==> src/sv/pwdz_pkg.sv <==
package pwdz_pkg;

  // Q8.16 field widths
  localparam int Q_W    = 24;
  localparam int MAG_W  = 23;
  localparam int PROD_W = 49;   // 25 x 24 signed product
  localparam int ACC_W  = 36;   // P + I + D + feedforward never exceeds 2^33

  localparam int NUM_REGS  = 8;
  localparam int CFG_IDX_W = $clog2(NUM_REGS);

  localparam logic [CFG_IDX_W-1:0] REG_GAIN_PROP      = 3'd0;
  localparam logic [CFG_IDX_W-1:0] REG_GAIN_INTEG     = 3'd1;
  localparam logic [CFG_IDX_W-1:0] REG_GAIN_DERIV     = 3'd2;
  localparam logic [CFG_IDX_W-1:0] REG_GAIN_VELOCITY  = 3'd3;
  localparam logic [CFG_IDX_W-1:0] REG_INTEGRAL_LIMIT = 3'd4;
  localparam logic [CFG_IDX_W-1:0] REG_DECEL_ZONE     = 3'd5;
  localparam logic [CFG_IDX_W-1:0] REG_MAX_OUT        = 3'd6;
  localparam logic [CFG_IDX_W-1:0] REG_MIN_ACC_OUT    = 3'd7;

  localparam logic [MAG_W-1:0] MAX_OUT_RST = 23'h7FFFFF;

  // one degree in Q8.16 radians
  localparam logic [Q_W-1:0] INTEG_WINDOW = 24'd1144;

  localparam int STEP_W = 4;
  typedef logic [STEP_W-1:0] step_t;

  localparam step_t STEP_WAIT      = 4'd0;
  localparam step_t STEP_INTEG     = 4'd1;
  localparam step_t STEP_MUL_P     = 4'd2;
  localparam step_t STEP_MUL_I     = 4'd3;
  localparam step_t STEP_MUL_D     = 4'd4;
  localparam step_t STEP_MUL_ZONE  = 4'd5;
  localparam step_t STEP_DIV_INIT  = 4'd6;
  localparam step_t STEP_DIV_ITER  = 4'd7;
  localparam step_t STEP_LIM_FLOOR = 4'd8;
  localparam step_t STEP_ZCLAMP    = 4'd9;
  localparam step_t STEP_MUL_V     = 4'd10;
  localparam step_t STEP_ADD_V     = 4'd11;
  localparam step_t STEP_FINAL     = 4'd12;

  typedef enum logic [2:0] {
    MUL_NONE,
    MUL_EP,
    MUL_IG,
    MUL_DG,
    MUL_ZM,
    MUL_VG
  } mul_sel_t;

  typedef enum logic [1:0] {
    ACC_HOLD,
    ACC_CLEAR,
    ACC_ADD,
    ACC_CLAMP
  } acc_op_t;

  typedef enum logic [2:0] {
    COND_NONE,
    COND_NO_ACC,
    COND_ZONE_OFF,
    COND_DIV_MORE,
    COND_OUT_BUSY
  } cond_t;

  typedef struct packed {
    logic     in_rdy;
    logic     integ_upd;
    mul_sel_t mul_sel;
    acc_op_t  acc_op;
    logic     div_init;
    logic     div_step;
    logic     lim_floor;
    logic     out_load;
    cond_t    cond;
    step_t    target;
    logic     last;
  } ctrl_t;

  typedef struct packed {
    logic accept;
    logic zone_off;
    logic div_more;
    logic out_busy;
  } stat_t;

endpackage

==> src/sv/pwdz_in_if.sv <==
interface pwdz_in_if import pwdz_pkg::*; ();
  logic                  valid;
  logic                  ready;
  logic signed [Q_W-1:0] error;
  logic signed [Q_W-1:0] velocity;

  modport source(output valid, output error, output velocity, input ready);
  modport sink(input valid, input error, input velocity, output ready);
endinterface

==> src/sv/pwdz_out_if.sv <==
interface pwdz_out_if import pwdz_pkg::*; ();
  logic                  valid;
  logic                  ready;
  logic signed [Q_W-1:0] drive;

  modport source(output valid, output drive, input ready);
  modport sink(input valid, input drive, output ready);
endinterface

==> src/sv/pwdz_seq.sv <==
module pwdz_seq import pwdz_pkg::*; (
  input  logic  clk,
  input  logic  rst_n,
  input  stat_t stat,
  output ctrl_t ctrl
);

  step_t pc_r, pc_nxt;
  logic  take;

  // control store
  always_comb begin
    ctrl = '0;
    unique case (pc_r)
      STEP_WAIT: begin
        ctrl.in_rdy = 1'b1;
        ctrl.cond   = COND_NO_ACC;
        ctrl.target = STEP_WAIT;
      end
      STEP_INTEG: begin
        ctrl.integ_upd = 1'b1;
      end
      STEP_MUL_P: begin
        ctrl.mul_sel = MUL_EP;
        ctrl.acc_op  = ACC_CLEAR;
      end
      STEP_MUL_I: begin
        ctrl.mul_sel = MUL_IG;
        ctrl.acc_op  = ACC_ADD;
      end
      STEP_MUL_D: begin
        ctrl.mul_sel = MUL_DG;
        ctrl.acc_op  = ACC_ADD;
      end
      STEP_MUL_ZONE: begin
        ctrl.mul_sel = MUL_ZM;
        ctrl.acc_op  = ACC_ADD;
        ctrl.cond    = COND_ZONE_OFF;
        ctrl.target  = STEP_MUL_V;
      end
      STEP_DIV_INIT: begin
        ctrl.div_init = 1'b1;
      end
      STEP_DIV_ITER: begin
        ctrl.div_step = 1'b1;
        ctrl.cond     = COND_DIV_MORE;
        ctrl.target   = STEP_DIV_ITER;
      end
      STEP_LIM_FLOOR: begin
        ctrl.lim_floor = 1'b1;
      end
      STEP_ZCLAMP: begin
        ctrl.acc_op = ACC_CLAMP;
      end
      STEP_MUL_V: begin
        ctrl.mul_sel = MUL_VG;
      end
      STEP_ADD_V: begin
        ctrl.acc_op = ACC_ADD;
      end
      STEP_FINAL: begin
        ctrl.out_load = 1'b1;
        ctrl.cond     = COND_OUT_BUSY;
        ctrl.target   = STEP_FINAL;
        ctrl.last     = 1'b1;
      end
      default: begin
        ctrl.last = 1'b1;
      end
    endcase
  end

  always_comb begin
    unique case (ctrl.cond)
      COND_NONE:     take = 1'b0;
      COND_NO_ACC:   take = !stat.accept;
      COND_ZONE_OFF: take = stat.zone_off;
      COND_DIV_MORE: take = stat.div_more;
      COND_OUT_BUSY: take = stat.out_busy;
      default:       take = 1'b0;
    endcase
  end

  always_comb begin
    if (take) begin
      pc_nxt = ctrl.target;
    end else if (ctrl.last) begin
      pc_nxt = STEP_WAIT;
    end else begin
      pc_nxt = pc_r + 1'b1;
    end
  end

  always_ff @(posedge clk) begin
    if (!rst_n) begin
      pc_r <= STEP_WAIT;
    end else begin
      pc_r <= pc_nxt;
    end
  end

endmodule

==> src/sv/pwdz_dp.sv <==
module pwdz_dp import pwdz_pkg::*; (
  input  logic                  clk,
  input  logic                  rst_n,
  input  ctrl_t                 ctrl,
  input  logic                  in_acc,
  input  logic signed [Q_W-1:0] in_error,
  input  logic signed [Q_W-1:0] in_velocity,
  input  logic                  cfg_we,
  input  logic [CFG_IDX_W-1:0]  cfg_index,
  input  logic [Q_W-1:0]        cfg_data,
  output logic                  zone_off,
  output logic                  div_more,
  output logic signed [Q_W-1:0] drive_val
);

  localparam int RND_SH    = 16;
  localparam int TERM_W    = PROD_W - RND_SH;
  localparam int DIV_BITS  = MAG_W;
  localparam int DIV_CNT_W = $clog2(DIV_BITS);
  localparam logic [DIV_CNT_W-1:0] DIV_LAST = DIV_CNT_W'(DIV_BITS - 1);
  localparam logic signed [PROD_W-1:0] RND_UP = PROD_W'(1 << (RND_SH - 1));
  localparam logic signed [PROD_W-1:0] RND_DN = PROD_W'((1 << (RND_SH - 1)) - 1);

  // configuration
  logic signed [Q_W-1:0] gp_r, gi_r, gd_r, gv_r;
  logic [MAG_W-1:0]      ilim_r, dz_r, mo_r, mina_r;

  // loop state
  logic signed [Q_W-1:0] integ_r, integ_nxt;
  logic signed [Q_W-1:0] prev_r;
  logic                  have_prev_r;

  // working registers
  logic signed [Q_W-1:0]  e_r, v_r;
  logic [Q_W-1:0]         emag_r, emag_in;
  logic signed [Q_W:0]    deriv_r, deriv_nxt;
  logic signed [PROD_W-1:0] prod_r, prod_nxt;
  logic signed [ACC_W-1:0]  acc_r, acc_nxt;
  logic [MAG_W-1:0]       rem_r, rem_nxt;
  logic [MAG_W-1:0]       sh_r, sh_nxt;
  logic [DIV_CNT_W-1:0]   div_cnt_r;
  logic [MAG_W-1:0]       lim_r;

  logic signed [Q_W:0]    isum, ilim_s, iclamp;
  logic signed [Q_W:0]    op_a;
  logic signed [Q_W-1:0]  op_b;
  logic signed [PROD_W-1:0] rsum;
  logic signed [TERM_W-1:0] term;
  logic signed [ACC_W-1:0]  term_ext, lim_ext, mo_ext;
  logic [Q_W-1:0]         trial;
  logic                   ge;

  always_ff @(posedge clk) begin
    if (!rst_n) begin
      gp_r   <= '0;
      gi_r   <= '0;
      gd_r   <= '0;
      gv_r   <= '0;
      ilim_r <= '0;
      dz_r   <= '0;
      mo_r   <= MAX_OUT_RST;
      mina_r <= '0;
    end else if (cfg_we) begin
      unique case (cfg_index)
        REG_GAIN_PROP:      gp_r   <= cfg_data;
        REG_GAIN_INTEG:     gi_r   <= cfg_data;
        REG_GAIN_DERIV:     gd_r   <= cfg_data;
        REG_GAIN_VELOCITY:  gv_r   <= cfg_data;
        REG_INTEGRAL_LIMIT: ilim_r <= cfg_data[MAG_W-1:0];
        REG_DECEL_ZONE:     dz_r   <= cfg_data[MAG_W-1:0];
        REG_MAX_OUT:        mo_r   <= cfg_data[MAG_W-1:0];
        REG_MIN_ACC_OUT:    mina_r <= cfg_data[MAG_W-1:0];
        default: ;
      endcase
    end
  end

  assign emag_in = in_error[Q_W-1] ? (~$unsigned(in_error) + 1'b1) : $unsigned(in_error);

  always_ff @(posedge clk) begin
    if (in_acc) begin
      e_r    <= in_error;
      v_r    <= in_velocity;
      emag_r <= emag_in;
    end
  end

  // integral with magnitude clamp, cleared outside the window
  always_comb begin
    ilim_s = $signed({2'b00, ilim_r});
    isum   = $signed({integ_r[Q_W-1], integ_r}) + $signed({e_r[Q_W-1], e_r});
    if (isum > ilim_s) begin
      iclamp = ilim_s;
    end else if (isum < -ilim_s) begin
      iclamp = -ilim_s;
    end else begin
      iclamp = isum;
    end
    integ_nxt = (emag_r < INTEG_WINDOW) ? iclamp[Q_W-1:0] : '0;
    deriv_nxt = have_prev_r ? ($signed({e_r[Q_W-1], e_r}) - $signed({prev_r[Q_W-1], prev_r}))
                            : '0;
  end

  always_ff @(posedge clk) begin
    if (!rst_n) begin
      integ_r     <= '0;
      prev_r      <= '0;
      have_prev_r <= 1'b0;
    end else if (ctrl.integ_upd) begin
      integ_r     <= integ_nxt;
      prev_r      <= e_r;
      have_prev_r <= 1'b1;
    end
  end

  always_ff @(posedge clk) begin
    if (ctrl.integ_upd) begin
      deriv_r <= deriv_nxt;
    end
  end

  // shared multiplier
  always_comb begin
    unique case (ctrl.mul_sel)
      MUL_EP: begin
        op_a = $signed({e_r[Q_W-1], e_r});
        op_b = gp_r;
      end
      MUL_IG: begin
        op_a = $signed({integ_r[Q_W-1], integ_r});
        op_b = gi_r;
      end
      MUL_DG: begin
        op_a = deriv_r;
        op_b = gd_r;
      end
      MUL_ZM: begin
        op_a = $signed({1'b0, emag_r});
        op_b = $signed({1'b0, mo_r});
      end
      MUL_VG: begin
        op_a = $signed({v_r[Q_W-1], v_r});
        op_b = gv_r;
      end
      default: begin
        op_a = '0;
        op_b = '0;
      end
    endcase
    prod_nxt = op_a * op_b;
  end

  always_ff @(posedge clk) begin
    if (ctrl.mul_sel != MUL_NONE) begin
      prod_r <= prod_nxt;
    end
  end

  // round to Q8.16, ties away from zero, then accumulate or clamp
  always_comb begin
    rsum     = prod_r + (prod_r[PROD_W-1] ? RND_DN : RND_UP);
    term     = rsum[PROD_W-1:RND_SH];
    term_ext = {{(ACC_W - TERM_W){term[TERM_W-1]}}, term};
    lim_ext  = $signed(ACC_W'(lim_r));
    acc_nxt  = acc_r;
    case (ctrl.acc_op)
      ACC_CLEAR: acc_nxt = '0;
      ACC_ADD:   acc_nxt = acc_r + term_ext;
      ACC_CLAMP: begin
        if (acc_r > lim_ext) begin
          acc_nxt = lim_ext;
        end else if (acc_r < -lim_ext) begin
          acc_nxt = -lim_ext;
        end
      end
      default: acc_nxt = acc_r;
    endcase
  end

  always_ff @(posedge clk) begin
    acc_r <= acc_nxt;
  end

  // restoring divider, one quotient bit per step; remainder starts below the divisor
  assign zone_off = (dz_r == '0) || (emag_r >= {1'b0, dz_r});
  assign div_more = (div_cnt_r != DIV_LAST);

  always_comb begin
    trial   = {rem_r, sh_r[MAG_W-1]};
    ge      = (trial >= {1'b0, dz_r});
    rem_nxt = ge ? MAG_W'(trial - {1'b0, dz_r}) : trial[MAG_W-1:0];
    sh_nxt  = {sh_r[MAG_W-2:0], ge};
  end

  always_ff @(posedge clk) begin
    if (!rst_n) begin
      div_cnt_r <= '0;
    end else if (ctrl.div_init) begin
      div_cnt_r <= '0;
    end else if (ctrl.div_step) begin
      div_cnt_r <= div_cnt_r + 1'b1;
    end
  end

  always_ff @(posedge clk) begin
    if (ctrl.div_init) begin
      rem_r <= prod_r[DIV_BITS +: MAG_W];
      sh_r  <= prod_r[DIV_BITS-1:0];
    end else if (ctrl.div_step) begin
      rem_r <= rem_nxt;
      sh_r  <= sh_nxt;
    end
  end

  // zone limit never drops below the floor
  always_ff @(posedge clk) begin
    if (ctrl.lim_floor) begin
      lim_r <= (sh_r < mina_r) ? mina_r : sh_r;
    end
  end

  always_comb begin
    mo_ext = $signed(ACC_W'(mo_r));
    if (acc_r > mo_ext) begin
      drive_val = $signed({1'b0, mo_r});
    end else if (acc_r < -mo_ext) begin
      drive_val = -$signed({1'b0, mo_r});
    end else begin
      drive_val = acc_r[Q_W-1:0];
    end
  end

endmodule

==> src/sv/pid_with_decel_zone_limit_unit.sv <==
// PID position controller with deceleration-zone limit and velocity feedforward,
// signed Q8.16 throughout. One item (error, velocity) is taken at a time and gives one
// drive beat. A small control store steps a datapath with one shared 25x24 multiplier,
// a rounding accumulator and a one-bit-per-step divider. Inside the deceleration zone
// an item runs through the 23 divider steps and the zone clamp before its result is
// loaded; outside the zone, or with the zone disabled, both are skipped. The block
// returns to accept the next item in the cycle after the result is loaded; the output
// register lets that happen while the drive beat still waits to be taken. Configuration
// writes take effect at once and must only come while the block is idle.
module pid_with_decel_zone_limit_unit import pwdz_pkg::*; (
  input  logic                 clk,
  input  logic                 rst_n,
  pwdz_in_if.sink              in_ch,
  pwdz_out_if.source           out_ch,
  input  logic                 cfg_we,
  input  logic [CFG_IDX_W-1:0] cfg_index,
  input  logic [Q_W-1:0]       cfg_data
);

  ctrl_t ctrl;
  stat_t stat;

  logic                  in_acc;
  logic                  zone_off, div_more;
  logic signed [Q_W-1:0] dp_drive;
  logic                  out_busy, load_fire;
  logic                  out_valid_r, out_valid_nxt;
  logic signed [Q_W-1:0] drive_r;
  logic                  item_busy_r;

  assign in_ch.ready = ctrl.in_rdy;
  assign in_acc      = in_ch.valid && ctrl.in_rdy;
  assign out_busy    = out_valid_r && !out_ch.ready;
  assign load_fire   = ctrl.out_load && !out_busy;

  always_comb begin
    stat.accept   = in_acc;
    stat.zone_off = zone_off;
    stat.div_more = div_more;
    stat.out_busy = out_busy;
  end

  pwdz_seq u_seq (
    .clk   (clk),
    .rst_n (rst_n),
    .stat  (stat),
    .ctrl  (ctrl)
  );

  pwdz_dp u_dp (
    .clk         (clk),
    .rst_n       (rst_n),
    .ctrl        (ctrl),
    .in_acc      (in_acc),
    .in_error    (in_ch.error),
    .in_velocity (in_ch.velocity),
    .cfg_we      (cfg_we),
    .cfg_index   (cfg_index),
    .cfg_data    (cfg_data),
    .zone_off    (zone_off),
    .div_more    (div_more),
    .drive_val   (dp_drive)
  );

  // output register: load on the final step, drop once the beat is taken
  always_comb begin
    out_valid_nxt = out_valid_r;
    if (load_fire) begin
      out_valid_nxt = 1'b1;
    end else if (out_ch.ready) begin
      out_valid_nxt = 1'b0;
    end
  end

  always_ff @(posedge clk) begin
    if (!rst_n) begin
      out_valid_r <= 1'b0;
      item_busy_r <= 1'b0;
    end else begin
      out_valid_r <= out_valid_nxt;
      if (in_acc) begin
        item_busy_r <= 1'b1;
      end else if (load_fire) begin
        item_busy_r <= 1'b0;
      end
    end
  end

  always_ff @(posedge clk) begin
    if (load_fire) begin
      drive_r <= dp_drive;
    end
  end

  assign out_ch.valid = out_valid_r;
  assign out_ch.drive = drive_r;

  a_start_after_accept: assert property (@(posedge clk) disable iff (!rst_n)
    in_acc |=> ctrl.integ_upd)
    else $error("item did not start after accept");

  a_load_shows_result: assert property (@(posedge clk) disable iff (!rst_n)
    load_fire |=> (out_ch.valid && out_ch.drive == $past(dp_drive)))
    else $error("loaded result not presented");

  a_no_accept_in_flight: assert property (@(posedge clk) disable iff (!rst_n)
    in_acc |-> !item_busy_r)
    else $error("accept while an item is in flight");

  a_load_needs_item: assert property (@(posedge clk) disable iff (!rst_n)
    load_fire |-> item_busy_r)
    else $error("result loaded without an item");

endmodule
==> src/flat_wrapper.sv <==
// flat-port wrapper written by rule: the top's interface ports become plain ports
module pid_with_decel_zone_limit_unit_flat import pwdz_pkg::*;
  (clk, rst_n, cfg_we, cfg_index, cfg_data, in_ch_valid, in_ch_error, in_ch_velocity, in_ch_ready, out_ch_valid, out_ch_drive, out_ch_ready);
  pwdz_in_if in_ch_i ();
  pwdz_out_if out_ch_i ();
  input  logic clk;
  input  logic rst_n;
  input  logic cfg_we;
  input  logic [CFG_IDX_W-1:0] cfg_index;
  input  logic [Q_W-1:0] cfg_data;
  input wire logic [$bits(in_ch_i.valid)-1:0] in_ch_valid;
  input wire logic [$bits(in_ch_i.error)-1:0] in_ch_error;
  input wire logic [$bits(in_ch_i.velocity)-1:0] in_ch_velocity;
  output wire logic [$bits(in_ch_i.ready)-1:0] in_ch_ready;
  output wire logic [$bits(out_ch_i.valid)-1:0] out_ch_valid;
  output wire logic [$bits(out_ch_i.drive)-1:0] out_ch_drive;
  input wire logic [$bits(out_ch_i.ready)-1:0] out_ch_ready;
  assign in_ch_i.valid = in_ch_valid;
  assign in_ch_i.error = in_ch_error;
  assign in_ch_i.velocity = in_ch_velocity;
  assign in_ch_ready = in_ch_i.ready;
  assign out_ch_valid = out_ch_i.valid;
  assign out_ch_drive = out_ch_i.drive;
  assign out_ch_i.ready = out_ch_ready;
  pid_with_decel_zone_limit_unit u_core (.clk(clk), .rst_n(rst_n), .in_ch(in_ch_i), .out_ch(out_ch_i), .cfg_we(cfg_we), .cfg_index(cfg_index), .cfg_data(cfg_data));
endmodule
==> config.mk <==
export PLATFORM = sky130hd
export DESIGN_NAME = pid_with_decel_zone_limit_unit_flat
export DESIGN_NICKNAME = d
export VERILOG_FILES = /design/src/sv/pwdz_pkg.sv /design/src/sv/pwdz_in_if.sv /design/src/sv/pwdz_out_if.sv /design/src/sv/pwdz_seq.sv /design/src/sv/pwdz_dp.sv /design/src/sv/pid_with_decel_zone_limit_unit.sv /design/src/flat_wrapper.sv
export SDC_FILE = /design/constraint.sdc
export NUM_CORES = 2
export LEC_CHECK = 0
export BUFFER_PORTS_ARGS = -buffer_cell sky130_fd_sc_hd__buf_2
export CAP_MARGIN = 20
export CORE_MARGIN = 3
export CORE_UTILIZATION = 65
export CTS_CLUSTER_SIZE = 28
export DETAILED_ROUTE_END_ITERATION = 7
export PLACE_DENSITY_LB_ADDON = 0.08
export SYNTH_ARGS = -nofsm -noshare
export SYNTH_HDL_FRONTEND = slang
export SYNTH_SLANG_ARGS = --single-unit
==> constraint.sdc <==
create_clock -name clk -period 15.05 [get_ports clk]
set_clock_uncertainty 0.1 [all_clocks]
set_input_delay 0.7525 -clock clk [delete_from_list [all_inputs] [get_ports clk]]
set_output_delay 0.7525 -clock clk [all_outputs]
set_load 0.02 [all_outputs]
==> flow_summary_export.csv <==
group,metric,value,unit
power,fin_total_pwr,0.006058,W
power,powerDensity,101.5,mW/mm²
floorplanning,die_x,299.8,µm
floorplanning,start_util,65.70,%
synthesis,syn_inst,6370,
clocking,cts-buffers-inserted,59,
sta,fin_crit_sh,68.44,%
finish,syn_to_final_growth,6.401,%
place,port_buffers,105,
grt,antenna_found_initial,5,
floorplanning,row_count,107,
sta,setup-tns-final,0,ns
synthesis,yosys-top-cells-area,"fa_1, edfxtp_1, ha_1, dfxtp_1, nand2_1",
synthesis,synth_edf_count,274,
routing,vias,46050,
worst_setup_path,worstPathArrival,10.59,ns
place,dpl.hpwl,135800,µm
worst_setup_path,crit_top_cell,"fa_1",
sta,rsz0062_at_grt,"false",
routing,drtIter0Drc,4367,
floorplanning,die_height,299.8,µm
grt,grt_pass1_wl,268600,µm
worst_setup_path,ff2ff_setup_slack,4.75,ns
synthesis,ys.flop_type,"edfxtp_1",
clocking,clk_latency,0.70,ns
worst_setup_path,crit_path_start_kind,"flip-flop",
clocking,postCtsSetupRepairBufs,0,
synthesis,yosys_warnings,0,
sta,worst_slack,4.750,ns
sta,slew_headroom,16.34,%
sta,finalSetupViolCount,0,
routing,post_drt_wl_per_cell,23.03,µm
synthesis,synth_largest_area_cell,"fa_1",
grt,grt_pass1_vias,46490,
clocking,cts_tree,"done",
grt,overflow,0,
sta,slew_viol_final,0,
finish,fillers,6972,
floorplanning,io_pins,106,
power,ir_drop,113.7,µV
sta,layout_min_cycle_time,10.30,ns
sta,worst_hold_slack,0.1415,ns
routing,wl,173500,µm
synthesis,synth_seq_cells,521,
flow_run,drv_cap,0,
routing,drtAntennaViolNets,0,
synthesis,yosysUniqueCellTypes,96,
synthesis,synth_nets,7558,
grt,grt_max_degree,105,
worst_setup_path,path_buf_inv,7,
clocking,path_clk_slew,0.06,ns
synthesis,synth_top_area_share,22.58,%
sta,max_freq,97.08,MHz
routing,drcViolationCount,0,
sta,finalHoldViolCount,0,
finish,drive_above_1_share,5.733,%
clocking,cts_sinks,521,
worst_hold_path,hp-class,"in2reg",
clocking,postCtsResizedCells,0,
worst_setup_path,crit_start,"u_core.u_seq.pc_r[2]$_SDFF_PN0_",
routing,drtPass1Iterations,8,
worst_setup_path,critPathMaxStageDelay,0.74,ns
power,p_leak,26.90,nW
worst_setup_path,worstSetupPathType,"reg2reg",
clocking,ctsLongestPathBuffers,3,
worst_setup_path,endpoint_kind,"flip-flop",
grt,track_usage,39.22,%
floorplanning,dieArea,0.08990,mm²
clocking,root_buffer,"clkbuf_16",
worst_setup_path,r2r-start,"u_core.u_seq.pc_r[2]$_SDFF_PN0_",
worst_setup_path,slowest_stage,"dfxtp_1",
status,status,"complete, no violations",
place,place_congestion,1.003,
finish,nNetsFinal,7521,
worst_setup_path,cp_max_fo,48,
floorplanning,core,0.08541,mm²
worst_hold_path,min-delay-start,"in_ch_velocity[13]",
synthesis,avgSynthCellArea,8.809,µm²
synthesis,ys_seq_area_share,23.47,%
worst_setup_path,cp_data_required_time,15.34,ns
sta,worst_pin_slew,1.255,ns
clocking,ctsHoldBuffers,0,
worst_setup_path,cp_top_family,"adder cells",
clocking,htreeDepth,2,
place,preCtsSetupSlack,4.874,ns
synthesis,async_flop_share,0,%
synthesis,syn-cell-area,0.05612,mm²
routing,viasPerCell,6.112,
[per-layer routing]
| layer | routed length, µm | global-route usage, % | vias up |
|---|---|---|---|
| li1 | - | - | 20930 |
| met1 | 63760 | 47.98 | 22300 |
| met2 | 79070 | 62.61 | 2186 |
| met3 | 15960 | 8.022 | 634 |
| met4 | 14710 | 27.16 | 2 |
| met5 | 9 | 0 | - |
[cell families (layout without fill, tap and decap cells)]
family	count (synthesis)	in the layout	synth area share (%)
simple gates	2069	2069	16.21
compound gates	1185	1185	14.13
buf+inv	1175	1189	7.998
fa+ha+maj	1108	1108	33.17
flops	521	521	23.47
xor+xnor	272	272	4.245
mux	40	40	0.7625
other cells	0	6	0
[area by class of cell]
class	instances	area [µm²]	share of cell area (%)
inverter	896	3363	5.633
tap	1144	1431	2.397
sequential	521	13170	22.06
clock inverter	36	390.4	0.6538
antenna	6	15.01	0.02515
timing repair buffer	181	1130	1.892
clock buffer	76	1632	2.733
multi-input combinational	4674	38570	64.60
[layout by cell type, fill, tap and decap left out, types with 22 or more instances in the layout]
| cell | count |
|---|---|
| or3_1 | 23 |
| xnor2_1 | 211 |
| mux2_2 | 22 |
| xor2_1 | 61 |
| a222oi_1 | 47 |
| a21o_1 | 143 |
| buf_2 | 104 |
| a211oi_1 | 34 |
| nor2b_1 | 47 |
| ha_1 | 475 |
| inv_1 | 892 |
| o211ai_1 | 46 |
| nor4_1 | 24 |
| edfxtp_1 | 274 |
| o21a_1 | 50 |
| nor2_1 | 357 |
| dfxtp_1 | 247 |
| nand2_1 | 1174 |
| buf_4 | 73 |
| fa_1 | 633 |
| and2_1 | 60 |
| clkbuf_16 | 59 |
| a21oi_1 | 259 |
| o21ai_0 | 218 |
| nand3_1 | 81 |
| a21boi_0 | 203 |
| and3_1 | 45 |
| nand2b_1 | 46 |
| o21bai_1 | 25 |
| nor3_1 | 75 |
| nand4_1 | 55 |
[flip-flops by register name, indices dropped and copies added (netlist names), 4 cells and up]
name                   flops
u_core.u_dp.rem_r         23
u_core.u_dp.gv_r          24
u_core.u_dp.sh_r          23
u_core.u_dp.mina_r        23
u_core.u_dp.div_cnt_r      5
u_core.out_ch.drive       24
u_core.u_dp.emag_r        23
u_core.u_dp.v_r           24
u_core.u_dp.gi_r          24
u_core.u_dp.gp_r          24
u_core.u_dp.e_r           24
u_core.u_seq.pc_r          4
u_core.u_dp.integ_r       24
u_core.u_dp.deriv_r       25
u_core.u_dp.acc_r         36
u_core.u_dp.ilim_r        23
u_core.u_dp.lim_r         23
u_core.u_dp.dz_r          23
u_core.u_dp.prev_r        24
u_core.u_dp.mo_r          23
u_core.u_dp.prod_r        49
u_core.u_dp.gd_r          24
[path summary, 6_finish.rpt]
kind,end,depth (start not counted)
setup / recovery,u_core.u_dp.prod_r[48]$_DFFE_PP_,31
hold / removal,u_core.u_dp.v_r[13]$_DFFE_PP_,1
setup reg to reg,u_core.u_dp.prod_r[48]$_DFFE_PP_,31
hold reg to reg,u_core.u_dp.gi_r[7]$_SDFFE_PN0P_,2
[worst reg2reg max path: cells and delay by family, from the launching register on]
family,cells,cell delay (ns)
DFF,1,0.74
AOI/OAI and AO/OA,8,2.04
buffers and inverters,7,1.14
adders and majority gates,8,3.99
xor gates and xnor gates,1,0.13
and+or+nand+nor,7,1.85
[where the power goes]
group	switching [W]	internal (W)	total, W
clock network	0.000647	0.000872	0.00152
registers	0.000304	0.00177	0.00208
logic	0.00158	0.000878	0.00246
total	0.00253	0.00352	0.00606
[through the flow]
step                      util (%)  instances  area, µm²
final                        69.90       7534      59710
after global routing         69.89       7528      59690
after CTS                    69.82       7524      59640
after detailed placement     67.45       7412      57610
after global placement       67.45       7412      57610
after floorplan                  -       6370      56120
[cells in the mapped netlist, drive strengths merged (61+ instances only)]
cell	number
a21boi	204
a21o	143
a21oi	264
and2	62
clkbuf	251
dfxtp	247
edfxtp	274
fa	633
ha	475
inv	892
nand2	1176
nand3	84
nor2	363
nor3	84
o21ai	234
xnor2	211
xor2	61
Note: power is estimated with default switching activity, not from simulation.
